### src/rtl/core/voice_channel_allocator_defines.svh
// Assertion macros for the voice channel allocator.
// Taken in by the top level with `include; depends on nothing else.
`ifndef VOICE_CHANNEL_ALLOCATOR_DEFINES_SVH
`define VOICE_CHANNEL_ALLOCATOR_DEFINES_SVH

`ifndef SYNTHESIS
`define VCA_ASSERT_SAME(label, clk, rst, ante, cons) \
   label: assert property (@(posedge clk) disable iff (rst) (ante) |-> (cons)) \
      else $error("voice channel allocator: assertion failed");
`define VCA_ASSERT_NEXT(label, clk, rst, ante, cons) \
   label: assert property (@(posedge clk) disable iff (rst) (ante) |=> (cons)) \
      else $error("voice channel allocator: assertion failed");
`else
`define VCA_ASSERT_SAME(label, clk, rst, ante, cons)
`define VCA_ASSERT_NEXT(label, clk, rst, ante, cons)
`endif

`endif

### src/rtl/core/vca_pkg.sv
// Types and constants of the voice channel allocator.
// Depends on nothing; used by voice_channel_allocator.
`timescale 1ns / 1ps
`default_nettype none

package vca_pkg;

   localparam int TABLE_DEPTH = 16;
   localparam int IDX_W       = $clog2(TABLE_DEPTH);
   localparam int CNT_W       = $clog2(TABLE_DEPTH + 1);

   localparam logic [13:0] VELOCITY_FULL = 14'd127;
   localparam logic [3:0]  CHANNEL_LAST  = 4'd15;

   typedef enum logic [1:0] {
      ACT_NOTE_ON  = 2'd0,
      ACT_NOTE_OFF = 2'd1,
      ACT_PITCH    = 2'd2,
      ACT_PROGRAM  = 2'd3
   } action_type;

   typedef enum logic [1:0] {
      CMD_NOTE_ON  = 2'd0,
      CMD_NOTE_OFF = 2'd1,
      CMD_BEND     = 2'd2,
      CMD_PROGRAM  = 2'd3
   } command_type;

   typedef enum logic [3:0] {
      ST_IDLE,
      ST_SEARCH,
      ST_DECIDE,
      ST_EMIT_OFF,
      ST_EMIT_ON,
      ST_EMIT_BEND,
      ST_SHIFT_RD,
      ST_SHIFT_WR,
      ST_PROG
   } state_type;

   typedef struct packed {
      logic [7:0] voice_id;
      logic [3:0] channel;
      logic [6:0] note;
   } entry_type;

endpackage

`default_nettype wire

### src/rtl/core/voice_channel_allocator.sv
// Voice channel allocator: voice events in, synth commands out.
// Depends on vca_pkg and voice_channel_allocator_defines.svh.
`timescale 1ns / 1ps
`default_nettype none

// An event is taken when start is high and busy is low; busy then stays high until the
// event is finished. Results leave one per cycle on rsp_strobe and cannot be held off;
// rsp_last marks the final one of an event. The voice table sits in a single-port-write,
// registered-read memory that one sequencer walks an entry at a time: a lookup reads each
// active entry in turn before the results go out, and a note off then moves each entry
// above the freed place down one with a read and a write. A program change skips the
// lookup and sends one command to every channel; an event that is ignored ends after
// its lookup.
`include "voice_channel_allocator_defines.svh"

module voice_channel_allocator (
   input  wire logic        clock,
   input  wire logic        reset,
   input  wire logic        start,
   output logic             busy,
   input  wire logic [1:0]  req_action,
   input  wire logic [7:0]  req_voice_id,
   input  wire logic [6:0]  req_note,
   input  wire logic [13:0] req_bend,
   input  wire logic [6:0]  req_program_req,
   output logic             rsp_strobe,
   output logic [1:0]       rsp_command,
   output logic [3:0]       rsp_channel,
   output logic [6:0]       rsp_note_out,
   output logic [13:0]      rsp_value,
   output logic             rsp_last
);

   vca_pkg::state_type  state_ff, state_in;
   vca_pkg::action_type act_ff, act_in;
   logic [7:0]  vid_ff, vid_in;
   logic [6:0]  note_ff, note_in;
   logic [13:0] bend_ff, bend_in;
   logic [6:0]  prog_ff, prog_in;

   logic [vca_pkg::CNT_W-1:0] count_ff, count_in;
   logic [vca_pkg::CNT_W-1:0] scan_ff, scan_in;
   logic                      cmp_ff, cmp_in;
   logic [vca_pkg::IDX_W-1:0] cmp_idx_ff, cmp_idx_in;
   logic                      hit_ff, hit_in;
   logic [vca_pkg::IDX_W-1:0] hit_idx_ff, hit_idx_in;
   vca_pkg::entry_type        hit_entry_ff, hit_entry_in;
   logic [vca_pkg::IDX_W-1:0] pos_ff, pos_in;

   logic [3:0] next_ch_ff, next_ch_in;
   logic [3:0] cur_ch_ff, cur_ch_in;
   logic [6:0] old_note_ff, old_note_in;
   logic [3:0] prog_ch_ff, prog_ch_in;

   logic        rsp_strobe_ff, rsp_strobe_in;
   logic [1:0]  rsp_command_ff, rsp_command_in;
   logic [3:0]  rsp_channel_ff, rsp_channel_in;
   logic [6:0]  rsp_note_out_ff, rsp_note_out_in;
   logic [13:0] rsp_value_ff, rsp_value_in;
   logic        rsp_last_ff, rsp_last_in;

   // Voice table memory: one write and one registered read per cycle.
   vca_pkg::entry_type        table_mem [vca_pkg::TABLE_DEPTH];
   vca_pkg::entry_type        rd_data_ff;
   logic [vca_pkg::IDX_W-1:0] rd_addr;
   logic                      wr_en;
   logic [vca_pkg::IDX_W-1:0] wr_addr;
   vca_pkg::entry_type        wr_data;

   always_ff @(posedge clock) begin
      if (wr_en) begin
         table_mem[wr_addr] <= wr_data;
      end
      rd_data_ff <= table_mem[rd_addr];
   end

   always_ff @(posedge clock) begin
      if (reset) begin
         state_ff      <= vca_pkg::ST_IDLE;
         count_ff      <= '0;
         next_ch_ff    <= '0;
         rsp_strobe_ff <= 1'b0;
      end else begin
         state_ff      <= state_in;
         count_ff      <= count_in;
         next_ch_ff    <= next_ch_in;
         rsp_strobe_ff <= rsp_strobe_in;
      end
   end

   always_ff @(posedge clock) begin
      act_ff          <= act_in;
      vid_ff          <= vid_in;
      note_ff         <= note_in;
      bend_ff         <= bend_in;
      prog_ff         <= prog_in;
      scan_ff         <= scan_in;
      cmp_ff          <= cmp_in;
      cmp_idx_ff      <= cmp_idx_in;
      hit_ff          <= hit_in;
      hit_idx_ff      <= hit_idx_in;
      hit_entry_ff    <= hit_entry_in;
      pos_ff          <= pos_in;
      cur_ch_ff       <= cur_ch_in;
      old_note_ff     <= old_note_in;
      prog_ch_ff      <= prog_ch_in;
      rsp_command_ff  <= rsp_command_in;
      rsp_channel_ff  <= rsp_channel_in;
      rsp_note_out_ff <= rsp_note_out_in;
      rsp_value_ff    <= rsp_value_in;
      rsp_last_ff     <= rsp_last_in;
   end

   always_comb begin
      state_in        = state_ff;
      act_in          = act_ff;
      vid_in          = vid_ff;
      note_in         = note_ff;
      bend_in         = bend_ff;
      prog_in         = prog_ff;
      count_in        = count_ff;
      scan_in         = scan_ff;
      cmp_in          = cmp_ff;
      cmp_idx_in      = cmp_idx_ff;
      hit_in          = hit_ff;
      hit_idx_in      = hit_idx_ff;
      hit_entry_in    = hit_entry_ff;
      pos_in          = pos_ff;
      next_ch_in      = next_ch_ff;
      cur_ch_in       = cur_ch_ff;
      old_note_in     = old_note_ff;
      prog_ch_in      = prog_ch_ff;
      rsp_strobe_in   = 1'b0;
      rsp_command_in  = rsp_command_ff;
      rsp_channel_in  = rsp_channel_ff;
      rsp_note_out_in = rsp_note_out_ff;
      rsp_value_in    = rsp_value_ff;
      rsp_last_in     = rsp_last_ff;
      rd_addr         = '0;
      wr_en           = 1'b0;
      wr_addr         = '0;
      wr_data         = '{voice_id: vid_ff, channel: next_ch_ff, note: note_ff};

      unique case (state_ff)
         vca_pkg::ST_IDLE: begin
            if (start) begin
               act_in     = vca_pkg::action_type'(req_action);
               vid_in     = req_voice_id;
               note_in    = req_note;
               // Adding the offset to a two's complement value flips the sign bit; the
               // result always lies within 0..16383.
               bend_in    = {~req_bend[13], req_bend[12:0]};
               prog_in    = req_program_req;
               scan_in    = '0;
               cmp_in     = 1'b0;
               hit_in     = 1'b0;
               prog_ch_in = '0;
               if (vca_pkg::action_type'(req_action) == vca_pkg::ACT_PROGRAM) begin
                  state_in = vca_pkg::ST_PROG;
               end else begin
                  state_in = vca_pkg::ST_SEARCH;
               end
            end
         end

         vca_pkg::ST_SEARCH: begin
            // The entry read last cycle is compared while the next one is read; a later
            // match overrides an earlier one.
            if (cmp_ff && (rd_data_ff.voice_id == vid_ff)) begin
               hit_in       = 1'b1;
               hit_idx_in   = cmp_idx_ff;
               hit_entry_in = rd_data_ff;
            end
            if (scan_ff < count_ff) begin
               rd_addr    = scan_ff[vca_pkg::IDX_W-1:0];
               cmp_in     = 1'b1;
               cmp_idx_in = scan_ff[vca_pkg::IDX_W-1:0];
               scan_in    = scan_ff + vca_pkg::CNT_W'(1);
            end else begin
               cmp_in   = 1'b0;
               state_in = vca_pkg::ST_DECIDE;
            end
         end

         vca_pkg::ST_DECIDE: begin
            cur_ch_in   = hit_entry_ff.channel;
            old_note_in = hit_entry_ff.note;
            unique case (act_ff)
               vca_pkg::ACT_NOTE_ON: begin
                  cur_ch_in = next_ch_ff;
                  if (hit_ff) begin
                     wr_en      = 1'b1;
                     wr_addr    = hit_idx_ff;
                     next_ch_in = next_ch_ff + 4'd1;
                     state_in   = vca_pkg::ST_EMIT_ON;
                  end else if (count_ff == vca_pkg::CNT_W'(vca_pkg::TABLE_DEPTH)) begin
                     state_in = vca_pkg::ST_IDLE;
                  end else begin
                     wr_en      = 1'b1;
                     wr_addr    = count_ff[vca_pkg::IDX_W-1:0];
                     count_in   = count_ff + vca_pkg::CNT_W'(1);
                     next_ch_in = next_ch_ff + 4'd1;
                     state_in   = vca_pkg::ST_EMIT_ON;
                  end
               end
               vca_pkg::ACT_NOTE_OFF: begin
                  if (hit_ff) begin
                     state_in = vca_pkg::ST_EMIT_OFF;
                  end else begin
                     state_in = vca_pkg::ST_IDLE;
                  end
               end
               vca_pkg::ACT_PITCH: begin
                  if (!hit_ff) begin
                     state_in = vca_pkg::ST_IDLE;
                  end else if (hit_entry_ff.note != note_ff) begin
                     wr_en    = 1'b1;
                     wr_addr  = hit_idx_ff;
                     wr_data  = '{voice_id: hit_entry_ff.voice_id,
                                  channel:  hit_entry_ff.channel,
                                  note:     note_ff};
                     state_in = vca_pkg::ST_EMIT_OFF;
                  end else begin
                     state_in = vca_pkg::ST_EMIT_BEND;
                  end
               end
               vca_pkg::ACT_PROGRAM: begin
                  state_in = vca_pkg::ST_IDLE;
               end
            endcase
         end

         vca_pkg::ST_EMIT_OFF: begin
            rsp_strobe_in   = 1'b1;
            rsp_command_in  = vca_pkg::CMD_NOTE_OFF;
            rsp_channel_in  = cur_ch_ff;
            rsp_note_out_in = old_note_ff;
            rsp_value_in    = '0;
            rsp_last_in     = (act_ff == vca_pkg::ACT_NOTE_OFF);
            if (act_ff == vca_pkg::ACT_NOTE_OFF) begin
               pos_in = hit_idx_ff;
               if ((vca_pkg::CNT_W'(hit_idx_ff) + vca_pkg::CNT_W'(1)) < count_ff) begin
                  state_in = vca_pkg::ST_SHIFT_RD;
               end else begin
                  count_in = count_ff - vca_pkg::CNT_W'(1);
                  state_in = vca_pkg::ST_IDLE;
               end
            end else begin
               state_in = vca_pkg::ST_EMIT_ON;
            end
         end

         vca_pkg::ST_EMIT_ON: begin
            rsp_strobe_in   = 1'b1;
            rsp_command_in  = vca_pkg::CMD_NOTE_ON;
            rsp_channel_in  = cur_ch_ff;
            rsp_note_out_in = note_ff;
            rsp_value_in    = vca_pkg::VELOCITY_FULL;
            rsp_last_in     = 1'b0;
            state_in        = vca_pkg::ST_EMIT_BEND;
         end

         vca_pkg::ST_EMIT_BEND: begin
            rsp_strobe_in   = 1'b1;
            rsp_command_in  = vca_pkg::CMD_BEND;
            rsp_channel_in  = cur_ch_ff;
            rsp_note_out_in = '0;
            rsp_value_in    = bend_ff;
            rsp_last_in     = 1'b1;
            state_in        = vca_pkg::ST_IDLE;
         end

         vca_pkg::ST_SHIFT_RD: begin
            rd_addr  = pos_ff + vca_pkg::IDX_W'(1);
            state_in = vca_pkg::ST_SHIFT_WR;
         end

         vca_pkg::ST_SHIFT_WR: begin
            // The entry above the freed place moves down one; the last move also
            // shortens the table.
            wr_en   = 1'b1;
            wr_addr = pos_ff;
            wr_data = rd_data_ff;
            pos_in  = pos_ff + vca_pkg::IDX_W'(1);
            if ((vca_pkg::CNT_W'(pos_ff) + vca_pkg::CNT_W'(2)) < count_ff) begin
               state_in = vca_pkg::ST_SHIFT_RD;
            end else begin
               count_in = count_ff - vca_pkg::CNT_W'(1);
               state_in = vca_pkg::ST_IDLE;
            end
         end

         vca_pkg::ST_PROG: begin
            rsp_strobe_in   = 1'b1;
            rsp_command_in  = vca_pkg::CMD_PROGRAM;
            rsp_channel_in  = prog_ch_ff;
            rsp_note_out_in = '0;
            rsp_value_in    = {7'd0, prog_ff};
            rsp_last_in     = (prog_ch_ff == vca_pkg::CHANNEL_LAST);
            prog_ch_in      = prog_ch_ff + 4'd1;
            if (prog_ch_ff == vca_pkg::CHANNEL_LAST) begin
               state_in = vca_pkg::ST_IDLE;
            end
         end

         default: begin
            state_in = vca_pkg::ST_IDLE;
         end
      endcase
   end

   assign busy         = (state_ff != vca_pkg::ST_IDLE);
   assign rsp_strobe   = rsp_strobe_ff;
   assign rsp_command  = rsp_command_ff;
   assign rsp_channel  = rsp_channel_ff;
   assign rsp_note_out = rsp_note_out_ff;
   assign rsp_value    = rsp_value_ff;
   assign rsp_last     = rsp_last_ff;

   `VCA_ASSERT_SAME(a_count_bound, clock, reset, 1'b1, count_ff <= vca_pkg::CNT_W'(vca_pkg::TABLE_DEPTH))
   `VCA_ASSERT_NEXT(a_accept_busy, clock, reset, start && !busy, busy)
   `VCA_ASSERT_SAME(a_prog_last, clock, reset, rsp_strobe && (rsp_command == vca_pkg::CMD_PROGRAM), rsp_last == (rsp_channel == vca_pkg::CHANNEL_LAST))

endmodule

`default_nettype wire

### config.mk
export PLATFORM = sky130hd
export DESIGN_NAME = voice_channel_allocator
export DESIGN_NICKNAME = d
export VERILOG_FILES = /design/src/rtl/core/vca_pkg.sv /design/src/rtl/core/voice_channel_allocator.sv
export VERILOG_INCLUDE_DIRS = /design/src /design/src/rtl/core
export SDC_FILE = /design/constraint.sdc
export NUM_CORES = 1
export LEC_CHECK = 0
export BUFFER_PORTS_ARGS = -buffer_cell sky130_fd_sc_hd__buf_4
export CAP_MARGIN = 40
export CORE_UTILIZATION = 55
export CTS_BUF_LIST = sky130_fd_sc_hd__clkbuf_2 sky130_fd_sc_hd__clkbuf_4 sky130_fd_sc_hd__clkbuf_8
export DETAILED_ROUTE_END_ITERATION = 12
export GPL_TIMING_DRIVEN = 1
export PLACE_DENSITY = 0.72
export SETUP_SLACK_MARGIN = 0.5
export SYNTH_ARGS = -nofsm -noshare
export SYNTH_HDL_FRONTEND = slang
export SYNTH_SLANG_ARGS = --single-unit
### constraint.sdc
create_clock -name clock -period 10.8 [get_ports clock]
set_clock_uncertainty 0.05 [all_clocks]
set_input_delay 0.54 -clock clock [delete_from_list [all_inputs] [get_ports clock]]
set_output_delay 0.54 -clock clock [all_outputs]
set_load 0.03 [all_outputs]
==> key figures, run 1 <==
Worst hold path
  – Hold crit path type: input port to flip-flop
  – Worst hold path startpoint: req_program_req[0]
  – Hold depth: 1
  – Worst Hold Path EP: prog_ff[0]

Setup path
  – Reg-to-Reg End: rd_data_ff[6]
  – Critical path class: flip-flop to flip-flop
  – Critical Path RT: 11240 ps
  – FF-to-FF Start: count_ff[2]
  – Nature of the critical path endpoint: flip-flop
  – Register-to-register setup slack: 6640 ps
  – Worst Setup Start Kind: flip-flop
  – CP Max Fanout: 39
  – Worst R2R Path Depth: 10
  – Critical Path AT: 4610 ps

Synthesis
  – Syn Inst Count: 1034
  – Seq/Total Area, Yosys: 0.737
  – Synth top area share: 0.700
  – YS warnings: 0
  – Synth area leader: edfxtp_1
  – Asr flop ratio synth: 0
  – Synthesis-stage register bit count: 456
  – Syn Area/Cell: 17.5 um2
  – Post-synthesis net count: 1097
  – Most area-consuming cells after synthesis: edfxtp_1 (70%), mux4_2 (9.4%), dfxtp_1 (3.6%)
  – Post-synth top cells: edfxtp_1 (423), nand2_1 (89), mux4_2 (76), dfxtp_1 (33), nor2_1 (33)
  – Post-synth cell types: 64
  – Most instantiated library cell after synthesis: edfxtp_1
  – Post-Syn Area: 0.0181 mm2
  – Post-synth EDFFs: 423
  – Most used flip-flop cell after synthesis: edfxtp_1

Die
  – Die area: 0.0337 mm2
  – Die X: 184 um
  – Starting Density: 0.559
  – Site Rows: 66
  – Die H: 184 um
  – IO Pins: 71
  – Core outline area: 0.0325 mm2

STA
  – Max-slew violations: 0
  – Worst rel slew slack: 0.367
  – Worst slew pin tran: 950 ps
  – Post-route clock period utilization: 0.386
  – Fmax: 240 MHz
  – Hold slack: 57.4 ps
  – RSZ-0062 raised after global routing: no
  – Count of final setup violators: 0
  – Setup TNS: 0 ps
  – Endpoints failing hold: 0
  – Min Tclk post-route: 4160 ps

Clock network
  – H-tree levels: 3
  – CTS clk-pin slew, worst paths: 60 ps
  – TritonCTS clock tree: done
  – Post-CTS resize count: 0
  – Clk_lat worst skew: 610 ps
  – Post-CTS setup buffers: 0
  – Hold Buf Count CTS: 0
  – Clk buf depth: 3
  – Root Driver: clkbuf_8
  – Clock Sink Count: 456
  – TritonCTS buffer count: 73

Finish
  – Ant diodes: 0
  – Nets@finish: 1236
  – Layout cells sized above 1: 0.278
  – Area Overhead vs Synth: 15.7%
  – Final-layout fill cell count: 2234
  – Final Util: 0.647
  – Post-route insts no fill: 1676

Drt
  – Vias per inst: 5.91
  – DRC violation count after routing: 0
  – Drt first pass iters: 7
  – Final WL: 39400 um
  – Average wire per cell in the routed design: 23.5 um
  – Final ANT Viol Nets: 0
  – Initial DRC count: 961
  – Vias after detailed routing: 9908

Place
  – Port Buffer Count: 70
  – GP Congestion: 0.912
  – Hpwl dp: 24500 um
  – Placed insts: 1538

Run status
  – Status: finished, final reports clean

GRT
  – Largest net degree at the start of global routing: 41
  – Antenna violations before repair: 0
  – Vias in the first global route: 9906
  – GR Overflow Total: 0
  – First-pass GRT wire length: 58900 um
  – Overall Global Routing Usage: 0.242

Pwr
  – Pleak: 7.42 nW
  – Worst vdd ir: 129 uV
  – Cell Pwr Density: 191 mW/mm2

Job
  – Max-cap violations: 0
-- flip-flops by register name (all words and copies together) (netlist names), 5 cells and up --
signal        flops
table_mem       304
hit_entry_ff     19
rd_data_ff       19
bend_ff          14
rsp_value        14
vid_ff            8
note_ff           7
old_note_ff       7
prog_ff           7
rsp_note_out      7
count_ff          5
scan_ff           5
-- cells by family (layout without fill, tap and decap cells) --
logic type	count (synthesis)	count (layout)	synth area share
AO/OA/AOI/OAI	136	136	0.0555
adder cells (fa/ha/maj)	22	22	0.0156
multiplexers	82	82	0.0980
buffers and inverters	68	268	0.0161
XOR/XNOR	32	32	0.0155
AND/OR/NAND/NOR	238	238	0.0624
flip-flops	456	456	0.737
-- worst max-delay path by stage --
stage / from / to / slack [ps] / cells past startpoint
5_1_grt: count_ff[2] / rd_data_ff[6] / 6300 / 10
3_5_place_dp: count_ff[2] / rd_data_ff[6] / 6540 / 10
3_3_place_gp: state_ff[0] / table_mem[14][14] / 6340 / 9
6_report: count_ff[2] / rd_data_ff[6] / 6640 / 10
4_1_cts: count_ff[2] / rd_data_ff[6] / 6530 / 10
2_1_floorplan: state_ff[1] / table_mem[4][0] / 6750 / 9
-- critical path, cell delays in order, from the launching register on --
cell and delay [ps]:
dfxtp_1 510, inv_1 140, ha_1 320, a211o_1 120, o211ai_1 220, a32oi_4 280
buf_4 630, buf_4 750, mux4_2 580, and2_1 170, a211o_1 270
-- routing by layer --
layer  vias up  part of all wire  track usage
met5         -                 0            0
met4         0             0.026       0.0873
met3        77             0.087       0.0594
met2       448              0.47        0.377
met1      4992              0.41        0.335
li1       4391                 -            -
-- layout by cell type, fill, tap and decap left out, drive strengths merged, types with 17 or more instances in the layout --
master    n
edfxtp  423
clkbuf  115
buf     107
nand2    89
mux4     76
nor2     33
dfxtp    33
nand3    30
inv      26
nor3     24
nand2b   22
ha       21
o21ai    20
xor2     19
a21o     19
a22oi    19
clkinv   19
a21oi    17
-- metrics by stage --
stage               worst slack, ps  power [mW]  area [um2]
finish                         6640        4.01       21000
floorplan                      6750        2.41       18100
CTS                            6530        4.05       21000
global route                   6300        4.16       21000
detailed placement             6540        2.57       19500
global placement               6340        2.55       19400
-- power breakdown --
group	internal (mW)	switching (mW)	total, mW
Sequential	2.06	0.0718	2.13
Clock	0.827	0.657	1.48
Combinational	0.145	0.251	0.396
-- cell type report --
cell class	instances	area [um2]	share of cell area
Clock buffer	115	1400	0.0665
Clock inverter	21	114	0.00543
Inverter	25	93.8	0.00447
Multi-Input combinational cell	510	4630	0.221
Sequential cell	456	13400	0.637
Tap cell	442	553	0.0264
Timing Repair Buffer	107	832	0.0397
(Power assumes the default switching activity.)
==> run 2, diff against run 1 <==
--- a/config.mk
+++ b/config.mk
@@ -12,7 +12,7 @@
 export CTS_BUF_LIST = sky130_fd_sc_hd__clkbuf_2 sky130_fd_sc_hd__clkbuf_4 sky130_fd_sc_hd__clkbuf_8
 export DETAILED_ROUTE_END_ITERATION = 12
 export GPL_TIMING_DRIVEN = 1
-export PLACE_DENSITY = 0.72
+export PLACE_DENSITY = 0.75
 export SETUP_SLACK_MARGIN = 0.5
 export SYNTH_ARGS = -nofsm -noshare
 export SYNTH_HDL_FRONTEND = slang
==> constraint.sdc (replaced) <==
create_clock -name clock -period 3.5 [get_ports clock]
set_clock_uncertainty 0.05 [all_clocks]
set_input_delay 0.175 -clock clock [delete_from_list [all_inputs] [get_ports clock]]
set_output_delay 0.175 -clock clock [all_outputs]
set_load 0.03 [all_outputs]
==> run 2 against run 1 <==
Net effect:
- combinational power grew to 3.6 times the previous value
- via count up 3.9%
- flip-flop and latch count unchanged
- design area rose by 5.1%
- critical path type unchanged
- critical endpoint is now rd_data_ff[13]
- largest power group unchanged
==> key figures, run 2 (same netlist as run 1, synthesis figures left out) <==
Run status
  – Status: finished, final reports clean

STA
  – Post-route clock period utilization: 0.835
  – Setup TNS: 0 ps
  – Count of final setup violators: 0
  – Fmax: 342 MHz
  – Worst rel slew slack: 0.506
  – Max-slew violations: 0
  – RSZ-0062 raised after global routing: no
  – Endpoints failing hold: 0
  – Min Tclk post-route: 2920 ps
  – Worst slew pin tran: 733 ps

Pwr
  – Worst vdd ir: 285 uV
  – Pleak: 7.85 nW
  – Cell Pwr Density: 567 mW/mm2

Clock network
  – Clk buf depth: 3
  – CTS clk-pin slew, worst paths: 60 ps
  – TritonCTS buffer count: 72
  – TritonCTS clock tree: done
  – Clock Sink Count: 456
  – Clk_lat worst skew: 600 ps
  – Root Driver: clkbuf_8
  – H-tree levels: 3

Place
  – GP Congestion: 0.852
  – Hpwl dp: 25000 um
  – Port Buffer Count: 70
  – Placed insts: 1551

Finish
  – Area Overhead vs Synth: 21.6%
  – Final Util: 0.680
  – Commonest non-fill, non-tap cell in the layout: edfxtp_1
  – Ant diodes: 0
  – Layout cells sized above 1: 0.300
  – Final-layout fill cell count: 2062
  – Largest regs: table_mem: 304 flops, hit_entry_ff: 19 flops, rd_data_ff: 19 flops
  – Most flops, register: table_mem
  – Post-route insts no fill: 1733
  – Nets@finish: 1300
  – Largest register FFs: 304
  – Most frequent cells in the layout: edfxtp_1 (423), buf_4 (105), nand2_1 (89)

Setup path
  – Worst R2R Path Depth: 10
  – Worst Setup Start Kind: flip-flop
  – Critical Path AT: 3350 ps
  – Critical Path RT: 3930 ps
  – Critical path class: flip-flop to flip-flop
  – Nature of the critical path endpoint: flip-flop
  – CP Max Fanout: 10

Die
  – Die H: 184 um
  – Site Rows: 66
  – Die X: 184 um
  – Starting Density: 0.559
  – Core outline area: 0.0325 mm2
  – Die area: 0.0337 mm2
  – IO Pins: 71

Drt
  – Final ANT Viol Nets: 0
  – Vias per inst: 5.94
  – Final WL: 41900 um
  – DRC violation count after routing: 0
  – Drt first pass iters: 5
  – Vias after detailed routing: 10300
  – Initial DRC count: 1020
  – Average wire per cell in the routed design: 24.2 um

GRT
  – Overall Global Routing Usage: 0.254
  – First-pass GRT wire length: 62400 um
  – GR Overflow Total: 0
  – Vias in the first global route: 10600
  – Antenna violations before repair: 0
  – Largest net degree at the start of global routing: 77

Worst hold path
  – Hold crit path type: input port to flip-flop
  – Hold depth: 3

Job
  – Max-cap violations: 0
[run 2: cell types whose count changed in the layout (fill, tap and decap cells not counted), moves of 4 or more]
cell and change:
dfxtp_4 +4, dlygate4sd3_1 +39, clkinv_2 -4, clkbuf_8 -8, nor3_2 -15, dfxtp_1 -6, buf_12 +21, nor3_4 +18
[run 2: what timing repair did]
item,4_1_cts,5_1_grt
endpoints found under the setup margin,263,323
setup buffers,4,9
endpoints found under the hold margin,52,0
gates cloned,0,2
hold buffers,39,0
resized for setup,5,19
pin swaps,0,4
[run 2: layout make-up]
type                            instances  area [um2]  share of cell area
Sequential cell                       456       13400               0.607
Clock buffer                          110        1310              0.0593
Multi-Input combinational cell        510        4840               0.219
Inverter                               25         103             0.00465
Clock inverter                         18         146             0.00664
Tap cell                              442         553              0.0251
Timing Repair Buffer                  172        1730              0.0785
[run 2: power by group]
| group | switching, mW | internal [mW] | total [mW] |
|---|---|---|---|
| logic | 0.865 | 0.575 | 1.44 |
| registers | 0.195 | 6.36 | 6.55 |
| clock network | 2.04 | 2.48 | 4.52 |
[run 2: final timing paths]
path	endpoint	start	slack, ps
max	rd_data_ff[13]	state_ff[1]	580
min	cmp_ff	start	80
max reg2reg	rd_data_ff[13]	state_ff[1]	580
min reg2reg	hit_idx_ff[0]	cmp_idx_ff[0]	370
[run 2: per-stage QoR]
| stage | hold WS, ps | power [mW] | worst slack, ps | cell area (um2) |
|---|---|---|---|---|
| 5_1_grt | 81.0 | 12.9 | 501 | 22100 |
| 4_1_cts | 69.3 | 12.5 | 506 | 21900 |
| 2_1_floorplan | 197 | 7.44 | 275 | 18400 |
| 3_5_place_dp | 305 | 7.98 | 352 | 20000 |
| 3_3_place_gp | 303 | 7.94 | 400 | 20000 |
| 6_report | 79.5 | 12.5 | 577 | 22100 |
[run 2: metal layers]
layer  vias up  routed length, um  track usage
met5         -                  0            0
met4         0               1140       0.0927
met3        88               3410       0.0517
met2       525              20900        0.424
met1      5158              16500        0.333
li1       4525                  -            -
[run 2: worst max-delay path, stage by stage, from the launching register on]
cell,delay (ps)
dfxtp_1,320
buf_4,160
or4b_4,530
a211oi_4,320
a32oi_4,210
buf_12,200
buf_12,130
clkbuf_16,170
mux4_2,450
a22oi_1,160
nand3_1,90
==> run 3, diff against run 2 <==
--- a/config.mk
+++ b/config.mk
@@ -12,7 +12,7 @@
 export CTS_BUF_LIST = sky130_fd_sc_hd__clkbuf_2 sky130_fd_sc_hd__clkbuf_4 sky130_fd_sc_hd__clkbuf_8
 export DETAILED_ROUTE_END_ITERATION = 12
 export GPL_TIMING_DRIVEN = 1
-export PLACE_DENSITY = 0.75
+export PLACE_DENSITY = 0.72
 export SETUP_SLACK_MARGIN = 0.5
 export SYNTH_ARGS = -nofsm -noshare
 export SYNTH_HDL_FRONTEND = slang
==> constraint.sdc (replaced) <==
create_clock -name clock -period 2.88 [get_ports clock]
set_clock_uncertainty 0.05 [all_clocks]
set_input_delay 0.144 -clock clock [delete_from_list [all_inputs] [get_ports clock]]
set_output_delay 0.144 -clock clock [all_outputs]
set_load 0.03 [all_outputs]
==> run 3 against run 2 <==
Net effect:
- sequential share of layout area down 5.9 points
- clock power up 23%
- setup slack worse by 570 ps
- wire length up 16%
- count of clock-buffer cells in the layout down 5
- hold slack better by 3.3 ps
- flip-flop and latch count unchanged
- non-clock buffer count up 153
- final cell count up 9.2%
- critical endpoint is now table_mem[9][0]
==> key figures, run 3 (same netlist as run 1, synthesis figures left out) <==
Worst hold path
  – Hold depth: 3
  – Hold crit path type: input port to flip-flop
  – Worst Hold Path EP: cmp_ff
  – Worst hold path startpoint: start

Drt
  – Final WL: 48600 um
  – Vias per inst: 6.02
  – Drt first pass iters: 5
  – Average wire per cell in the routed design: 25.7 um
  – Initial DRC count: 1235
  – Final ANT Viol Nets: 0
  – Vias after detailed routing: 11400
  – DRC violation count after routing: 0

GRT
  – First-pass GRT wire length: 64300 um
  – GR Overflow Total: 0
  – Antenna violations before repair: 1
  – Largest net degree at the start of global routing: 34
  – Vias in the first global route: 11100
  – Overall Global Routing Usage: 0.261

Clock network
  – Root Driver: clkbuf_8
  – Clock Sink Count: 456
  – TritonCTS clock tree: done
  – Clk buf depth: 3
  – Clk_lat worst skew: 610 ps
  – CTS clk-pin slew, worst paths: 60 ps
  – H-tree levels: 3
  – TritonCTS buffer count: 73

STA
  – Worst slew pin tran: 695 ps
  – Endpoints failing hold: 0
  – RSZ-0062 raised after global routing: yes
  – Min Tclk post-route: 2880 ps
  – Fmax: 348 MHz
  – PnR worst setup slack: 2.57 ps
  – Post-route clock period utilization: 0.999
  – Worst rel slew slack: 0.532
  – Hold slack: 82.8 ps
  – Count of final setup violators: 0
  – Max-slew violations: 0

Setup path
  – Reg-to-Reg End: table_mem[9][0]
  – Nature of the critical path endpoint: flip-flop
  – Worst Setup Start Kind: flip-flop
  – Worst R2R Path Depth: 10
  – Register-to-register setup slack: 3 ps
  – Critical path class: flip-flop to flip-flop
  – CP Max Fanout: 5
  – Critical Path RT: 3140 ps
  – Critical Path AT: 3140 ps
  – FF-to-FF Start: state_ff[2]

Place
  – Port Buffer Count: 70
  – Pre-CTS WS: -140 ps
  – GP Congestion: 0.842
  – Hpwl dp: 25200 um

Finish
  – Nets@finish: 1458
  – Final-layout fill cell count: 1729
  – Most frequent cells in the layout: edfxtp_1 (423), buf_4 (176), nand2_1 (85)
  – Final Util: 0.752
  – Area Overhead vs Synth: 34.6%
  – Layout cells sized above 1: 0.411
  – Commonest non-fill, non-tap cell in the layout: edfxtp_1
  – Largest regs: table_mem: 304 flops, hit_entry_ff: 19 flops, rd_data_ff: 19 flops
  – Most flops, register: table_mem
  – Multi-input gate area: 0.00525 mm2
  – Largest register FFs: 304
  – FF+latch area: 0.0134 mm2
  – Ant diodes: 0

Die
  – Die X: 184 um
  – Die H: 184 um
  – Die area: 0.0337 mm2
  – IO Pins: 71
  – Site Rows: 66
  – Core outline area: 0.0325 mm2
  – Starting Density: 0.559

Pwr
  – Worst vdd ir: 506 uV
  – Cell Pwr Density: 643 mW/mm2
  – Pleak: 9.00 nW

Run status
  – Status: finished, final reports clean

Job
  – Max-cap violations: 0
==> run 3: cell count changes in the layout (fill, tap and decap cells not counted), moves of 8 or more <==
cell | before | now
buf_16 | 2 | 12
nand3_1 | 30 | 22
buf_4 | 105 | 176
buf_12 | 21 | 35
a22oi_1 | 19 | 2
buf_6 | 2 | 41
a21o_4 | 0 | 12
clkbuf_16 | 2 | 14
a22oi_2 | 0 | 17
==> run 3: timing repair <==
item | in CTS | in global routing
hold buffers | 39 | 0
gates cloned | 12 | 25
setup endpoints to repair | 552 | 667
setup buffers | 28 | 29
pin swaps | 36 | 33
gates resized for setup | 64 | 90
hold endpoints to repair | 52 | 0
==> run 3: where the power goes <==
part / internal, mW / leakage (nW) / switching, mW
Clock: 3.05 / 0.785 / 2.51
Combinational: 0.960 / 4.08 / 1.28
Sequential: 7.72 / 4.13 / 0.171
Total: 11.7 / 9.00 / 3.96
==> run 3: cell type report <==
| cell class | count | area share |
|---|---|---|
| clock buffers | 105 | 0.0523 |
| well taps | 442 | 0.0227 |
| repair buffers | 325 | 0.151 |
| clock inverters | 26 | 0.00764 |
| flip-flops and latches | 456 | 0.548 |
| inverters | 25 | 0.00400 |
| multi-input cells | 514 | 0.215 |
==> run 3: worst max-delay path by stage <==
stage | start | to | slack [ps] | cells after the start
after floorplan | state_ff[1] | table_mem[10][0] | -100 | 8
after global placement | hit_entry_ff[6] | table_mem[4][14] | -210 | 6
after detailed placement | hit_entry_ff[6] | table_mem[11][12] | -140 | 9
after CTS | state_ff[2] | rd_data_ff[14] | 50 | 10
after global routing | scan_ff[2] | rd_data_ff[9] | -90 | 10
final | state_ff[2] | table_mem[9][0] | 3 | 10
==> run 3: metal layers <==
layer	track usage	vias up	wire length, um
li1	-	4875	-
met1	0.351	5708	18800
met2	0.409	697	23300
met3	0.0672	120	4460
met4	0.111	2	2030
met5	0	-	13
==> run 3: critical path, cell delays in order (launching register included) <==
cell and delay, ps:
dfxtp_2 320, or4b_4 570, buf_6 150, nor3_4 170
a32o_2 220, a31oi_4 50, buf_6 150, or3_4 400
nor3_4 190, buf_12 160, clkbuf_16 150
==> run 3: metrics by stage <==
stage / total power, mW / TNS (ps) / area (um2) / std cells
4_1_cts: 15.5 / 0 / 23300 / 1839
2_1_floorplan: 9.05 / -18150 / 18400 / 1034
3_5_place_dp: 9.87 / -9350 / 20600 / 1629
3_3_place_gp: 9.82 / -19560 / 20600 / 1626
5_1_grt: 16.2 / -5550 / 24400 / 1893
6_report: 15.7 / 0 / 24400 / 1893
